==> config.mk <==
export PLATFORM = sky130hd
export DESIGN_NAME = glyph_bitmap_pixel_expander
export DESIGN_NICKNAME = d
export VERILOG_FILES = /design/src/design/gbpe_pkg.sv /design/src/design/gbpe_front.sv /design/src/design/gbpe_queue.sv /design/src/design/gbpe_back.sv /design/src/design/glyph_bitmap_pixel_expander.sv
export SDC_FILE = /design/constraint.sdc
export NUM_CORES = 1
export LEC_CHECK = 0
export BUFFER_PORTS_ARGS = -buffer_cell sky130_fd_sc_hd__buf_2
export CORE_MARGIN = 10
export CORE_UTILIZATION = 57
export DETAILED_ROUTE_END_ITERATION = 12
export PLACE_DENSITY = 0.86
export SYNTH_ARGS = -nofsm -noshare
export SYNTH_HDL_FRONTEND = slang
export SYNTH_SLANG_ARGS = --single-unit
==> constraint.sdc <==
create_clock -name clk -period 8 [get_ports clk]
set_input_delay 1.6 -clock clk [delete_from_list [all_inputs] [get_ports clk]]
set_output_delay 1.6 -clock clk [all_outputs]
set_load 0.01 [all_outputs]
==> src/design/gbpe_pkg.sv <==
// Shared types and constants for the glyph bitmap pixel expander.
package gbpe_pkg;

	// Widest values any parameter setting can produce
	localparam int ANCHOR_MAX_W = 32;
	localparam int BASE_MAX_W   = 20;
	localparam int SCALE_REG_W  = 4;

	// Configuration port
	localparam int CFG_IDX_W  = 3;
	localparam int CFG_DATA_W = 16;

	// Run queue between front and back
	localparam int QUEUE_DEPTH = 2;
	localparam int QUEUE_PTR_W = 1;

	typedef enum logic [CFG_IDX_W-1:0] {
		REG_DIRECTION    = 3'd0,
		REG_WIDTH_SCALE  = 3'd1,
		REG_HEIGHT_SCALE = 3'd2,
		REG_INVERT_BITS  = 3'd3,
		REG_TRANSPARENT  = 3'd4,
		REG_GLYPH_WIDTH  = 3'd5,
		REG_FORE_COLOUR  = 3'd6,
		REG_BACK_COLOUR  = 3'd7
	} reg_index_t;

	// Rotation codes
	localparam logic [1:0] DIR_NORMAL = 2'd0;
	localparam logic [1:0] DIR_ROT90  = 2'd1;
	localparam logic [1:0] DIR_ROT180 = 2'd2;
	localparam logic [1:0] DIR_ROT270 = 2'd3;

	typedef struct packed {
		logic              glyph_bit;
		logic              glyph_start;
		logic signed [15:0] origin_x;
		logic signed [15:0] origin_y;
	} in_item_t;

	typedef struct packed {
		logic signed [15:0] pixel_x;
		logic signed [15:0] pixel_y;
		logic [15:0]        pixel_colour;
		logic               run_last;
	} out_item_t;

	typedef struct packed {
		logic [1:0]             direction;
		logic [SCALE_REG_W-1:0] width_scale;
		logic [SCALE_REG_W-1:0] height_scale;
		logic                   invert_bits;
		logic                   transparent_mode;
		logic [7:0]             glyph_width;
		logic [15:0]            fore_colour;
		logic [15:0]            back_colour;
	} cfg_t;

	// One run of scaled pixel writes, as handed from front to back
	typedef struct packed {
		logic [ANCHOR_MAX_W-1:0] anchor_x;
		logic [ANCHOR_MAX_W-1:0] anchor_y;
		logic [BASE_MAX_W-1:0]   col_base;
		logic [BASE_MAX_W-1:0]   row_base;
		logic [SCALE_REG_W-1:0]  w_scale;
		logic [SCALE_REG_W-1:0]  h_scale;
		logic [1:0]              direction;
		logic [15:0]             colour;
	} job_t;

	typedef struct packed {
		logic full;
		logic empty;
	} q_status_t;

endpackage

==> src/design/gbpe_front.sv <==
// Front end: glyph position tracking and run setup for each accepted bit.
module gbpe_front #(
	parameter int COORD_BITS = 16,
	parameter int COUNT_BITS = 8,
	parameter int MAX_SCALE  = 8
) (
	input  logic              clk,
	input  logic              arst_n,
	input  gbpe_pkg::cfg_t    cfg,
	input  logic              in_valid,
	output logic              in_ready,
	input  gbpe_pkg::in_item_t in_item,
	input  gbpe_pkg::q_status_t q_status,
	output logic              push,
	output gbpe_pkg::job_t    push_job
);

	localparam int SW = $clog2(MAX_SCALE + 1);
	localparam int PW = COUNT_BITS + SW;
	localparam int CMP_W = (COUNT_BITS > 8) ? COUNT_BITS : 8;
	localparam logic [gbpe_pkg::SCALE_REG_W-1:0] SCALE_LIMIT =
		gbpe_pkg::SCALE_REG_W'(MAX_SCALE);

	logic [COORD_BITS-1:0] anchor_x_q, anchor_y_q;
	logic [COUNT_BITS-1:0] col_q, row_q;

	logic                  accept;
	logic [COORD_BITS-1:0] ax, ay;
	logic [COUNT_BITS-1:0] col_eff, row_eff, col_next;
	logic                  bit_eff, emit, col_wrap;
	logic [SW-1:0]         ws, hs;
	logic [PW-1:0]         col_base, row_base;

	assign in_ready = !q_status.full;
	assign accept   = in_valid && in_ready;

	// Position of this bit: a glyph start reloads origin and clears counters
	always_comb begin
		if (in_item.glyph_start) begin
			ax      = COORD_BITS'($signed(in_item.origin_x));
			ay      = COORD_BITS'($signed(in_item.origin_y));
			col_eff = '0;
			row_eff = '0;
		end else begin
			ax      = anchor_x_q;
			ay      = anchor_y_q;
			col_eff = col_q;
			row_eff = row_q;
		end
	end

	// Clamp scales to the supported maximum
	assign ws = (cfg.width_scale > SCALE_LIMIT) ? SW'(MAX_SCALE) : SW'(cfg.width_scale);
	assign hs = (cfg.height_scale > SCALE_LIMIT) ? SW'(MAX_SCALE) : SW'(cfg.height_scale);

	// Draw decision and base offsets of the run
	assign bit_eff  = in_item.glyph_bit ^ cfg.invert_bits;
	assign emit     = (bit_eff || !cfg.transparent_mode) && (ws != '0) && (hs != '0);
	assign col_base = PW'(col_eff) * PW'(ws);
	assign row_base = PW'(row_eff) * PW'(hs);

	assign push = accept && emit;

	always_comb begin
		push_job           = '0;
		push_job.anchor_x  = gbpe_pkg::ANCHOR_MAX_W'(ax);
		push_job.anchor_y  = gbpe_pkg::ANCHOR_MAX_W'(ay);
		push_job.col_base  = gbpe_pkg::BASE_MAX_W'(col_base);
		push_job.row_base  = gbpe_pkg::BASE_MAX_W'(row_base);
		push_job.w_scale   = gbpe_pkg::SCALE_REG_W'(ws);
		push_job.h_scale   = gbpe_pkg::SCALE_REG_W'(hs);
		push_job.direction = cfg.direction;
		push_job.colour    = bit_eff ? cfg.fore_colour : cfg.back_colour;
	end

	// Column advance, wrapping at the glyph width into the next row
	assign col_next = col_eff + 1'b1;
	assign col_wrap = (CMP_W'(col_next) >= CMP_W'(cfg.glyph_width)) || (col_next == '0);

	always_ff @(posedge clk or negedge arst_n) begin
		if (!arst_n) begin
			anchor_x_q <= '0;
			anchor_y_q <= '0;
			col_q      <= '0;
			row_q      <= '0;
		end else if (accept) begin
			anchor_x_q <= ax;
			anchor_y_q <= ay;
			col_q      <= col_wrap ? '0 : col_next;
			row_q      <= col_wrap ? row_eff + 1'b1 : row_eff;
		end
	end

endmodule

==> src/design/gbpe_queue.sv <==
// Short run queue between the front and back ends.
module gbpe_queue (
	input  logic                clk,
	input  logic                arst_n,
	input  logic                push,
	input  gbpe_pkg::job_t      wr_data,
	input  logic                pop,
	output gbpe_pkg::job_t      rd_data,
	output gbpe_pkg::q_status_t status
);

	localparam int CNT_W = gbpe_pkg::QUEUE_PTR_W + 1;

	gbpe_pkg::job_t                   mem_q [gbpe_pkg::QUEUE_DEPTH];
	logic [gbpe_pkg::QUEUE_PTR_W-1:0] wr_ptr_q, rd_ptr_q;
	logic [CNT_W-1:0]                 count_q;

	assign status.full  = (count_q == CNT_W'(gbpe_pkg::QUEUE_DEPTH));
	assign status.empty = (count_q == '0);
	assign rd_data      = mem_q[rd_ptr_q];

	// Entry storage
	always_ff @(posedge clk) begin
		if (push) begin
			mem_q[wr_ptr_q] <= wr_data;
		end
	end

	// Pointers and fill count
	always_ff @(posedge clk or negedge arst_n) begin
		if (!arst_n) begin
			wr_ptr_q <= '0;
			rd_ptr_q <= '0;
			count_q  <= '0;
		end else begin
			if (push) wr_ptr_q <= wr_ptr_q + 1'b1;
			if (pop)  rd_ptr_q <= rd_ptr_q + 1'b1;
			if (push && !pop)      count_q <= count_q + 1'b1;
			else if (pop && !push) count_q <= count_q - 1'b1;
		end
	end

endmodule

==> src/design/gbpe_back.sv <==
// Back end: walks one run of scaled pixels and drives the output register.
module gbpe_back #(
	parameter int COORD_BITS = 16,
	parameter int COUNT_BITS = 8,
	parameter int MAX_SCALE  = 8
) (
	input  logic                clk,
	input  logic                arst_n,
	input  gbpe_pkg::q_status_t q_status,
	input  gbpe_pkg::job_t      head_job,
	output logic                pop,
	output logic                out_valid,
	input  logic                out_ready,
	output gbpe_pkg::out_item_t out_item
);

	localparam int SW = $clog2(MAX_SCALE + 1);
	localparam int PW = COUNT_BITS + SW;

	logic                busy_q, out_valid_q;
	gbpe_pkg::job_t      job_q;
	logic [SW-1:0]       wi_q, hi_q;
	gbpe_pkg::out_item_t out_q;

	logic                  step, last_w, last_h;
	logic [SW-1:0]         ws, hs;
	logic [PW-1:0]         along_p, down_p;
	logic [COORD_BITS-1:0] along, down, ax, ay, px, py;

	assign pop = !busy_q && !q_status.empty;
	assign out_valid = out_valid_q;
	assign out_item  = out_q;

	// One write per cycle while the output register is free
	assign step   = busy_q && (!out_valid_q || out_ready);
	assign ws     = SW'(job_q.w_scale);
	assign hs     = SW'(job_q.h_scale);
	assign last_w = (wi_q == ws - 1'b1);
	assign last_h = (hi_q == hs - 1'b1);

	// Pixel offset and rotation
	assign along_p = PW'(job_q.col_base) + PW'(wi_q);
	assign down_p  = PW'(job_q.row_base) + PW'(hi_q);
	assign along   = COORD_BITS'(along_p);
	assign down    = COORD_BITS'(down_p);
	assign ax      = COORD_BITS'(job_q.anchor_x);
	assign ay      = COORD_BITS'(job_q.anchor_y);

	always_comb begin
		case (job_q.direction)
			gbpe_pkg::DIR_ROT90: begin
				px = ax - down;
				py = ay + along;
			end
			gbpe_pkg::DIR_ROT180: begin
				px = ax - along;
				py = ay - down;
			end
			gbpe_pkg::DIR_ROT270: begin
				px = ax + down;
				py = ay - along;
			end
			default: begin
				px = ax + along;
				py = ay + down;
			end
		endcase
	end

	// Run control: load from queue, width count outer, height count inner
	always_ff @(posedge clk or negedge arst_n) begin
		if (!arst_n) begin
			busy_q      <= 1'b0;
			out_valid_q <= 1'b0;
			wi_q        <= '0;
			hi_q        <= '0;
		end else begin
			if (pop) begin
				busy_q <= 1'b1;
				wi_q   <= '0;
				hi_q   <= '0;
			end else if (step) begin
				if (last_h) begin
					hi_q <= '0;
					wi_q <= wi_q + 1'b1;
					if (last_w) busy_q <= 1'b0;
				end else begin
					hi_q <= hi_q + 1'b1;
				end
			end
			if (step)           out_valid_q <= 1'b1;
			else if (out_ready) out_valid_q <= 1'b0;
		end
	end

	// Run payload and output payload
	always_ff @(posedge clk) begin
		if (pop) job_q <= head_job;
		if (step) begin
			out_q.pixel_x      <= 16'(px);
			out_q.pixel_y      <= 16'(py);
			out_q.pixel_colour <= job_q.colour;
			out_q.run_last     <= last_w && last_h;
		end
	end

endmodule

==> src/design/glyph_bitmap_pixel_expander.sv <==
// Top level of the glyph bitmap pixel expander: config registers and block wiring.
// Takes one glyph bit per transfer and emits width_scale x height_scale pixel writes per
// drawn bit (scales clamp at MAX_SCALE; a zero scale, or a transparent bit that is zero
// after invert_bits, draws nothing), rotated by direction and coloured from fore_colour
// or back_colour; run_last marks the final write of a bit. The back end loads each run
// from the two-entry queue, then produces one pixel per cycle while its output register
// is free; the front takes a bit every cycle while that queue has room, and bits that
// draw nothing push no run. The first write of a bit goes through the run queue, the run
// register and the output register. Configuration writes take effect on the next bit.
module glyph_bitmap_pixel_expander #(
	parameter int COORD_BITS = 16,
	parameter int COUNT_BITS = 8,
	parameter int MAX_SCALE  = 8
) (
	input  logic                                clk,
	input  logic                                arst_n,
	input  logic                                cfg_write,
	input  logic [gbpe_pkg::CFG_IDX_W-1:0]      cfg_index,
	input  logic [gbpe_pkg::CFG_DATA_W-1:0]     cfg_data,
	input  logic                                in_valid,
	output logic                                in_ready,
	input  gbpe_pkg::in_item_t                  in_item,
	output logic                                out_valid,
	input  logic                                out_ready,
	output gbpe_pkg::out_item_t                 out_item
);

	gbpe_pkg::cfg_t      cfg_q;
	gbpe_pkg::q_status_t q_status;
	gbpe_pkg::job_t      push_job, head_job;
	logic                push, pop;

	// Configuration registers
	always_ff @(posedge clk or negedge arst_n) begin
		if (!arst_n) begin
			cfg_q.direction        <= gbpe_pkg::DIR_NORMAL;
			cfg_q.width_scale      <= 4'd1;
			cfg_q.height_scale     <= 4'd1;
			cfg_q.invert_bits      <= 1'b0;
			cfg_q.transparent_mode <= 1'b0;
			cfg_q.glyph_width      <= 8'd8;
			cfg_q.fore_colour      <= 16'hFFFF;
			cfg_q.back_colour      <= 16'h0000;
		end else if (cfg_write) begin
			case (cfg_index)
				gbpe_pkg::REG_DIRECTION:    cfg_q.direction        <= cfg_data[1:0];
				gbpe_pkg::REG_WIDTH_SCALE:  cfg_q.width_scale      <= cfg_data[3:0];
				gbpe_pkg::REG_HEIGHT_SCALE: cfg_q.height_scale     <= cfg_data[3:0];
				gbpe_pkg::REG_INVERT_BITS:  cfg_q.invert_bits      <= cfg_data[0];
				gbpe_pkg::REG_TRANSPARENT:  cfg_q.transparent_mode <= cfg_data[0];
				gbpe_pkg::REG_GLYPH_WIDTH:  cfg_q.glyph_width      <= cfg_data[7:0];
				gbpe_pkg::REG_FORE_COLOUR:  cfg_q.fore_colour      <= cfg_data;
				gbpe_pkg::REG_BACK_COLOUR:  cfg_q.back_colour      <= cfg_data;
				default: ;
			endcase
		end
	end

	gbpe_front #(
		.COORD_BITS(COORD_BITS),
		.COUNT_BITS(COUNT_BITS),
		.MAX_SCALE (MAX_SCALE)
	) u_front (
		.clk     (clk),
		.arst_n  (arst_n),
		.cfg     (cfg_q),
		.in_valid(in_valid),
		.in_ready(in_ready),
		.in_item (in_item),
		.q_status(q_status),
		.push    (push),
		.push_job(push_job)
	);

	gbpe_queue u_queue (
		.clk    (clk),
		.arst_n (arst_n),
		.push   (push),
		.wr_data(push_job),
		.pop    (pop),
		.rd_data(head_job),
		.status (q_status)
	);

	gbpe_back #(
		.COORD_BITS(COORD_BITS),
		.COUNT_BITS(COUNT_BITS),
		.MAX_SCALE (MAX_SCALE)
	) u_back (
		.clk      (clk),
		.arst_n   (arst_n),
		.q_status (q_status),
		.head_job (head_job),
		.pop      (pop),
		.out_valid(out_valid),
		.out_ready(out_ready),
		.out_item (out_item)
	);

	// Queue never reports full and empty together
	a_queue_flags: assert property (@(posedge clk) disable iff (!arst_n)
		!(q_status.full && q_status.empty))
		else $error("run queue full and empty at once");

	// Back end never takes a run from an empty queue
	a_pop_nonempty: assert property (@(posedge clk) disable iff (!arst_n)
		pop |-> !q_status.empty)
		else $error("pop from empty run queue");

	// Front end never pushes into a full queue
	a_push_room: assert property (@(posedge clk) disable iff (!arst_n)
		push |-> !q_status.full)
		else $error("push into full run queue");

	// A run loaded into an idle back end leads to a pending write at the output register
	a_pop_emits: assert property (@(posedge clk) disable iff (!arst_n)
		pop |=> ##1 out_valid)
		else $error("loaded run produced no write");

endmodule
# Yosys cells after proc, flatten, opt, wreduce, memory -nomap -nowiden
# Memories as Yosys holds them, arrays and structs flattened. A register that Yosys moved wholly into a read port is not among the register bits.
# Index checks and enable logic that the tools add are counted.
[totals]
reg_bits = 163
rom_bits = 0
ramBits = 164
n_memories = 1
inputBits = 58
latch_bits = 0
[op_classes]
eq_ne = 13
magnitude_cmp = 3
div = 0
muxes = 27
shifts = 0
n_addsub = 20
n_reduce_logical = 39
n_mul = 2
bitwise_logic = 1
[memory_table]
columns = ["memory", "words", "word_bits", "read_ports", "rd_clocked_by_memory_dff", "write_ports", "line", "source"]
rows = [
  ["u_queue.mem_q", 2, 82, 1, 1, 1, "gbpe_queue.sv:14", "gbpe_pkg::job_t mem_q [gbpe_pkg::QUEUE_DEPTH];"],
]
[ops]
columns = ["operator", "n"]
rows = [
  ["one-hot mux 16 bit (3 select lines)", 2],
  ["adder 16 x 12 -> 16 bit", 4],
  ["subtractor 16 x 12 -> 16 bit", 4],
  ["2-to-1 mux 16 bit", 3],
  ["2-to-1 mux 4 bit", 8],
  ["2-to-1 mux 8 bit", 4],
  ["adder 12 x 4 -> 12 bit", 2],
  ["multiplier 8 x 4 -> 12 bit", 2],
  ["AND reduction 2 bit", 9],
  ["adder 8 x 1 -> 8 bit (second input constant)", 2],
  ["== test 3 bit (second input constant)", 4],
  ["nonzero test 2 bit", 5],
  ["logical AND 1 bit", 9],
  ["adder 4 x 1 -> 4 bit (second input constant)", 2],
  ["== test 4 bit", 2],
  ["greater-or-equal comparator 8 bit", 1],
  ["> comparator 4 bit (second input constant)", 2],
  ["zero test 8 bit", 1],
  ["2-to-1 mux 1 bit", 8],
  ["nonzero test 4 bit", 2],
  ["subtractor 4 x 1 -> 4 bit (second input constant)", 2],
  ["zero test 1 bit", 7],
  ["== test 2 bit (second input constant)", 3],
  ["== test 3 x 2 -> 1 bit (second input constant)", 2],
  ["other kinds (11)", 15],
]

# Logic depth before layout (Yosys ltp)
# Gate-level depths: netlist (run 1).
[logic_depth]
depth_word = 10
depth_mapped = 18
mapped_depth_nobuf = 18

# Modules after synthesis
# From an unflattened synthesis (run 1), not the netlist that was laid out.
[hier_totals]
hier_cells = 1804
hier_area_um2 = 25339.3
[by_module_without_submodules]
columns = ["mod", "area_per_inst_um2", "cells_each", "seq_area_each_um2", "n_inst"]
rows = [
  ["gbpe_queue", 9943.3, 421, 7907.6, 1],
  ["gbpe_back", 7927.6, 668, 4184.0, 1],
  ["gbpe_front", 5338.9, 597, 1201.2, 1],
  ["glyph_bitmap_pixel_expander", 2129.5, 118, 1325.0, 1],
]

# Worst setup path after synthesis (run 1)
# OpenSTA, ideal clock, no wires.
[synth_timing]
path_type = "input -> register"
startpoint = "input in_item[33] (netlist name)"
endpoint = "memory u_queue.mem_q[0][0] (netlist name), enable pin"
required_time_ns = 7.467
arrival_time_ns = 6.341
slack_ns = 1.126
cell_stages = 3
setup_time_ns = 0.533
path_cell_list = "xnor2_1 -> a2111oi_0 -> nor2b_1"
[synth_via]
elab_chain_len = 7
[synth_lines]
columns = ["item", "line", "source"]
rows = [
  ["start: declaration", "glyph_bitmap_pixel_expander.sv:22", "input gbpe_pkg::in_item_t in_item,"],
  ["XOR 1 bit", "gbpe_front.sv:57", "assign bit_eff = in_item.glyph_bit ^ cfg.invert_bits;"],
  ["logical OR 1 bit", "gbpe_front.sv:58", "assign emit = (bit_eff || !cfg.transparent_mode) && (ws != '0) && (hs != '0);"],
  ["logical AND 1 bit (2 in a row)", "gbpe_front.sv:58", ""],
  ["logical AND 1 bit", "gbpe_front.sv:62", "assign push = accept && emit;"],
  ["via push", "glyph_bitmap_pixel_expander.sv:31", "logic push, pop;"],
  ["2-to-1 mux 1 bit", "gbpe_queue.sv:24", "if (push) begin"],
  ["2-to-1 mux 1 bit (not written as such)", "gbpe_queue.sv:25", "mem_q[wr_ptr_q] <= wr_data;"],
  ["end: declaration", "gbpe_queue.sv:14", ""],
]
# The timed path passes the listed nets, and every way through them passes these cells.

# Final worst setup path (run 1)
[layout_timing]
startpoint = "register u_back.wi_q[0]"
endpoint = "register u_back.out_q, in the netlist u_back.out_item[48], data pin"
[layout_via]
elab_chain_len = 3
elab_cells_between_ends = 4
[layout_lines]
columns = ["item", "line", "source"]
rows = [
  ["start: declaration", "gbpe_back.sv:22", "logic [SW-1:0] wi_q, hi_q;"],
  ["start signal: assignment", "gbpe_back.sv:85", "wi_q <= wi_q + 1'b1;"],
  ["adder 12 x 4 -> 12 bit (*)", "gbpe_back.sv:42", "assign along_p = PW'(job_q.col_base) + PW'(wi_q);"],
  ["adder 16 x 12 -> 16 bit or subtractor 16 x 12 -> 16 bit (tied branches)", "gbpe_back.sv:64, gbpe_back.sv:56", ""],
  ["one-hot mux 16 bit (3 select lines) (*)", "gbpe_back.sv:50", "case (job_q.direction)"],
  ["via u_back.px[15]", "gbpe_back.sv:28", "logic [COORD_BITS-1:0] along, down, ax, ay, px, py;"],
  ["end: declaration", "gbpe_back.sv:23", "gbpe_pkg::out_item_t out_q;"],
]
# The timed path passes the listed nets; every way through them passes the cells marked *.
# A chain may end at the register's enable or synchronous reset.

==> results of run 1 <==
==> cells in the final DEF (no fill, tap or decap), drive strengths merged, types with 14 or more instances in the layout <==
master  instances
inv            79
and2           23
edfxtp        295
xnor2          50
xor2           33
nand2b         19
ha             88
buf           119
dfstp          19
clkbuf         60
nor3           35
mux2          214
dfrtp          95
nor2b          27
nand3          35
o21ai          47
a21oi          50
fa             28
nand2         101
nor2           67
o21bai         14
==> kinds of logic after synthesis <==
| kind of cell | after synthesis | synth area share [%] |
|---|---|---|
| xor gates and xnor gates | 84 | 3.80 |
| DFF | 409 | 56.4 |
| AOI/OAI and AO/OA | 221 | 7.38 |
| buffers and inverters | 129 | 2.52 |
| adders and majority gates | 116 | 7.98 |
| muxes | 227 | 12.8 |
| and+or+nand+nor | 372 | 9.11 |
==> layout make-up <==
cell class / count / area share (%)
clock buffer: 60 / 4.94
clock inverter: 15 / 0.434
inverter: 78 / 1.28
multi-input combinational: 1020 / 37.2
sequential: 409 / 50.9
tap: 461 / 2.50
timing repair buffer: 119 / 2.71
==> metal layers <==
| metal | up-vias | global-route usage [%] |
|---|---|---|
| li1 | 6010 | - |
| met3 | 82 | 2.72 |
| met1 | 6413 | 24.6 |
| met2 | 391 | 35.1 |
| met5 | - | 0 |
| met4 | 0 | 5.84 |
==> report_power, final <==
group / switching [mW] / total [mW] / internal [mW]
combinational: 0.896 / 1.59 / 0.696
sequential: 0.206 / 3.03 / 2.82
clock: 0.784 / 1.78 / 0.996
total: 1.89 / 6.40 / 4.51
==> per-stage QoR <==
stage,cell area (um2),instances,setup slack [ns],util [%]
floorplan,20800,1558,1.13,-
global placement,21800,2087,2.19,60.9
detailed placement,21800,2087,1.97,60.9
CTS,23100,2162,2.51,64.3
global route,23100,2162,2.10,64.3
finish,23100,2162,2.49,64.3
==> sequential cells by signal (all words and copies together) (netlist names), 4 cells and up <==
register,count
u_queue.mem_q,164
cfg_q,52
u_back.out_item,49
u_back.job_q,42
u_back.ax,16
u_back.ay,16
u_front.anchor_x_q,16
u_front.anchor_y_q,16
u_front.col_q,8
u_front.row_q,8
u_back.hi_q,4
u_back.hs,4
u_back.wi_q,4
u_back.ws,4
==> path summary, 6_finish.rpt <==
kind | end | slack (ns) | cells past startpoint
max reg2reg | u_back.out_item[48] | 2.49 | 17
min | u_back.out_item[15] | 0.42 | 0
min in group asynchronous | cfg_q[38] | 1.01 | 1
max in group asynchronous | u_queue.rd_ptr_q | 5.43 | 2
min reg2reg | u_back.out_item[15] | 0.42 | 0
max | u_back.out_item[48] | 2.49 | 17
==> reports/qor.txt, run 1 <==
top cells by area, synth - edfxtp_1 (43%), mux2_2 (12%), dfrtp_1 (11%)
RR Startpoint - u_back.wi_q[0]
post-cts resize count - 0
storage element area - 0.0117 mm2
total power - 6.40 mW
met3 WL post-DR - 2.11 mm
Ports - 109
area of the mapped netlist - 0.0208 mm2
syn nets - 1732
Bufs and invs on worst path - 0
Crit path largest cell delay - 0.46 ns
FILL cells - 2505
Netlist cell types - 86
PwrDens - 278 mW/mm2
dominant synthesized flop cell - edfxtp_1
vias - 12900
fmax - 181 MHz
post-route ant nets - 0
cts hold-fix bufs - 0
Slew headroom - 23.3%
Peak VDD IR - 0.000211 V
crit path from - u_back.wi_q[0]
syn avg cell area - 13.4 um2
Reg clk slew, reported paths - 0.06 ns
initial antenna violation count - 0
die height - 211 um
Top Metal Used - met4
CP max-delay cell - dfrtp_1
Initial Util - 58.1%
RSZ-0062 raised after global routing - no
Final Wtd Congestion - 0.894
Final Max Slew Viols - 0
HPWL Detailed - 30.8 mm
register area share after synthesis - 56.4%
most used cell, CP - nor2_1
CTS tree - built
Detailed Route WL - 43.9 mm
Total Routing Usage GR - 19.7%
crit-path leading delay family - compound AO/OA/AOI/OAI gates
die span in x - 211 um
Worst Setup End Kind - register
crit-path cells - ha_1 > fa_1 > a211oi_2 > o21a_1 > or2_1 > nor4b_4 > nor2_1 > mux4_2 > a311oi_1 > ha_1 > nor2_1 > nor2_1 > o21ai_1 > o21ai_0 > and4_1 > a2111oi_0 > xnor3_1
pin count of the biggest net entering global routing - 75
count leader, synth - edfxtp_1
Nets - 1843
setup_tns - 0 ns
DRC Markers - 0
wire length per cell - 20.3 um
Ant. Diodes - 0
ys async rst share - 27.9%
crit path DAT - 5.79 ns
area grow syn2layout - 10.8%
H-tree depth - 2
clock sink count - 409
final setup skew - 0.0122 ns
cell count after synthesis - 1558
Max FO, Critical Path - 8
first-pass GRT wire length - 70.6 mm
Yosys reg bits - 409
via count of the first global-routing pass - 13200
row count - 69
layout cell share with drive strength beyond 1 - 26.6%
Setup Viol. Count Final - 0
Final Hold Vio Count - 0
Post-synth top cells - edfxtp_1 (295), mux2_2 (214), nand2_1 (100)
min-delay src - u_back.job_q[14]
die area - 0.0446 mm2
CTS root buf - clkbuf_16
Yosys top cell area share - 42.6%
core area - 0.0358 mm2
postcts setup bufs - 0
Yosys Warn Count - 0
Multi-input gate area - 0.00858 mm2
worst skew pair latency - 0.55 ns
Worst-Margin Slew - 1.15 ns
hold slack - 0.420 ns
fin crit share - 68.9%
Req. time, crit path - 8.28 ns
WL met2 - 22.4 mm
crit path time final - 5.51 ns
Synth area leader - edfxtp_1
crit start category - register
DRT iter0 DRCs - 933
CTS Buf Count - 41
vias per cell - 5.96
EDFF count, synth - 295
critical path class - register to register
PortBufs - 108
TritonRoute pass-1 iters - 5
Metal-1 WL - 18.3 mm
Max-Cap Viols - 0
min-delay worst type - register to register
status - finished, final reports clean
clk buf depth - 3
Leak - 9.04 nW
global route total overflow - 0
(Power assumes the default switching activity.)
==> inputs of run 2 (changes only) <==
ABC_AREA = 1   (was not set)
clock period = 5.3 ns   (was 8 ns; I/O delays follow)
==> reports/qor.txt, run 2 <==
global route total overflow - 0
TritonRoute pass-1 iters - 6
commonest non-fill, non-tap cell in the layout - nand2_1
Post-synth top cells - nand2_1 (690), edfxtp_1 (295), inv_1 (260)
syn avg cell area - 9.66 um2
die height - 210 um
Peak VDD IR - 0.000317 V
crit path from - u_back.wi_q[0]
Hold Path Sink - u_back.out_item[1]
min-delay src - u_back.job_q[0]
CP max-delay cell - o21ai_0
crit path time final - 4.42 ns
Worst Setup End Kind - register
Nets - 2423
clock sink count - 409
Slew headroom - 36.7%
RR Endpoint - u_back.out_item[30]
core area - 0.0357 mm2
Setup Viol. Count Final - 0
cts hold-fix bufs - 0
PwrDens - 416 mW/mm2
Worst-Margin Slew - 0.950 ns
Worst Reg2Reg Path Length in Cells - 20
Ports - 109
RR Startpoint - u_back.wi_q[0]
worst skew pair latency - 0.57 ns
worst hold stages - 0
CTS root buf - clkbuf_16
critical path class - register to register
Ant. Diodes - 0
via count of the first global-routing pass - 15100
DRT iter0 DRCs - 1417
Leak - 10.5 nW
Initial Util - 58.0%
area grow syn2layout - 12.1%
post-cts resize count - 0
fin crit share - 83.5%
Yosys top cell area share - 42.9%
syn nets - 2313
Detailed Route WL - 48.4 mm
count leader, synth - nand2_1
Crit path largest cell delay - 0.47 ns
register area share after synthesis - 56.8%
PortBufs - 108
die span in x - 210 um
hold slack - 0.417 ns
crit-path leading delay family - compound AO/OA/AOI/OAI gates
RSZ-0062 raised after global routing - no
initial antenna violation count - 0
Reg clk slew, reported paths - 0.06 ns
layout cell share with drive strength beyond 1 - 11.1%
crit path DAT - 4.74 ns
CTS Buf Count - 42
Biggest register - u_queue.mem_q
post-route ant nets - 0
vias - 15100
Largest register FFs - 164
Req. time, crit path - 5.62 ns
min-delay worst type - register to register
ys async rst share - 27.9%
status - finished, final reports clean
Final Wtd Congestion - 0.906
final setup skew - 0.0145 ns
CTS tree - built
total power - 9.65 mW
clk buf depth - 3
first-pass GRT wire length - 78.4 mm
Final Max Slew Viols - 0
Setup WS post-layout - 0.875 ns
Yosys Warn Count - 0
dominant synthesized flop cell - edfxtp_1
crit-path cells - ha_1 > fa_1 > nand3_1 > nand3_2 > nand2_1 > nand2_1 > inv_1 > nand3_1 > o21ai_0 > o21ai_0 > o21ai_0 > o21ai_0 > ha_1 > nand2_1 > o21ai_0 > nand3_1 > a31oi_1 > nand2_1 > nand3_1 > nand2_1
DRC Markers - 0
H-tree depth - 2
fmax - 226 MHz
crit start category - register
Synth area leader - edfxtp_1
EDFF count, synth - 295
setup slack after placement - 0.605 ns
internal reg-to-reg setup slack - 0.88 ns
vias per cell - 5.50
HPWL Detailed - 33.7 mm
Final Hold Vio Count - 0
row count - 69
Max FO, Critical Path - 6
most frequent cells in the layout - nand2_1 (690), edfxtp_1 (295), inv_1 (257), o21ai_0 (186), buf_2 (107)
Yosys reg bits - 409
Total Routing Usage GR - 22.0%
Max-Cap Viols - 0
die area - 0.0443 mm2
area of the mapped netlist - 0.0207 mm2
Bufs and invs on worst path - 1
Netlist cell types - 50
pin count of the biggest net entering global routing - 89
cell count after synthesis - 2139
top cells by area, synth - edfxtp_1 (43%), nand2_1 (13%), dfrtp_1 (12%)
postcts setup bufs - 0
wire length per cell - 17.6 um
-- run 2: cell types whose count changed in the layout (fill, tap and decap cells not counted), moves of 19 or more --
cell	delta
mux2_2	-206
nand2b_1	-19
and2_1	-22
nor2_1	+29
xor2_1	+24
nand3_1	+36
inv_1	+182
xnor2_1	-30
nand2_1	+591
nor3_1	-19
o21ai_0	+152
nor2b_1	-26
-- run 2: how the worst max path moves through the flow --
stage,slack (ns),cells past startpoint,endpoint
finish,0.88,20,u_back.out_item[30]
global route,0.45,23,u_back.out_item[30]
CTS,0.90,22,u_back.out_item[48]
detailed placement,0.60,17,u_queue.mem_q[1][36]
global placement,0.77,19,u_queue.mem_q[0][37]
floorplan,-0.37,5,u_queue.mem_q[0][0]
-- run 2: cell families (layout without fill, tap and decap cells) --
logic type,count (synthesis),after routing,share of synthesized area (%)
muxes,8,8,0.436
AOI/OAI and AO/OA,289,289,7.51
buffers and inverters,321,464,5.94
DFF,409,409,56.8
xor gates and xnor gates,73,73,3.09
and+or+nand+nor,923,923,18.2
adders and majority gates,116,116,8.04
-- run 2: where the power goes --
part / leakage (nW) / switching [mW] / internal (mW) / total (mW)
logic: 5.62 / 1.55 / 0.664 / 2.22
clock network: 0.705 / 1.22 / 1.87 / 3.09
registers: 4.13 / 0.205 / 4.13 / 4.34
total: 10.5 / 2.98 / 6.67 / 9.65
-- run 2: layer usage --
metal  track usage [%]  vias to the layer above  part of all wire [%]  wire, um
li1                  -                     7255                     -         -
met5                 0                        -                     0         0
met2              37.6                      535                    50     24100
met4              6.82                        0                   2.7      1310
met3              3.20                       89                   5.9      2880
met1              28.3                     7205                    41     20100
-- run 2: stage by stage --
| step | cell area (um2) | setup TNS (ns) | utilization (%) | instances |
|---|---|---|---|---|
| 4_1_cts | 23200 | 0 | 65.0 | 2743 |
| 3_5_place_dp | 21700 | 0 | 60.9 | 2666 |
| 6_report | 23200 | 0 | 65.0 | 2743 |
| 2_1_floorplan | 20700 | -60.20 | - | 2139 |
| 5_1_grt | 23200 | 0 | 65.0 | 2743 |
| 3_3_place_gp | 21700 | 0 | 60.9 | 2666 |
-- run 2: layout make-up --
class                           instances  area [um2]
Fill cell                            2620       12500
Sequential cell                       409       11700
Multi-Input combinational cell       1409        7730
Clock buffer                           55        1140
Inverter                              264         997
Timing Repair Buffer                  123         681
Tap cell                              461         577
Clock inverter                         22         304
-- run 2: worst reg2reg max path: stages (launching register included) --
cell and delay (ns):
dfrtp_1 0.43, ha_1 0.26, fa_1 0.44, nand3_1 0.15
nand3_2 0.15, nand2_1 0.09, nand2_1 0.12, inv_1 0.10
nand3_1 0.16, o21ai_0 0.18, o21ai_0 0.13, o21ai_0 0.18
o21ai_0 0.14, ha_1 0.39, nand2_1 0.06, o21ai_0 0.47
nand3_1 0.18, a31oi_1 0.29, nand2_1 0.11, nand3_1 0.08
nand2_1 0.06
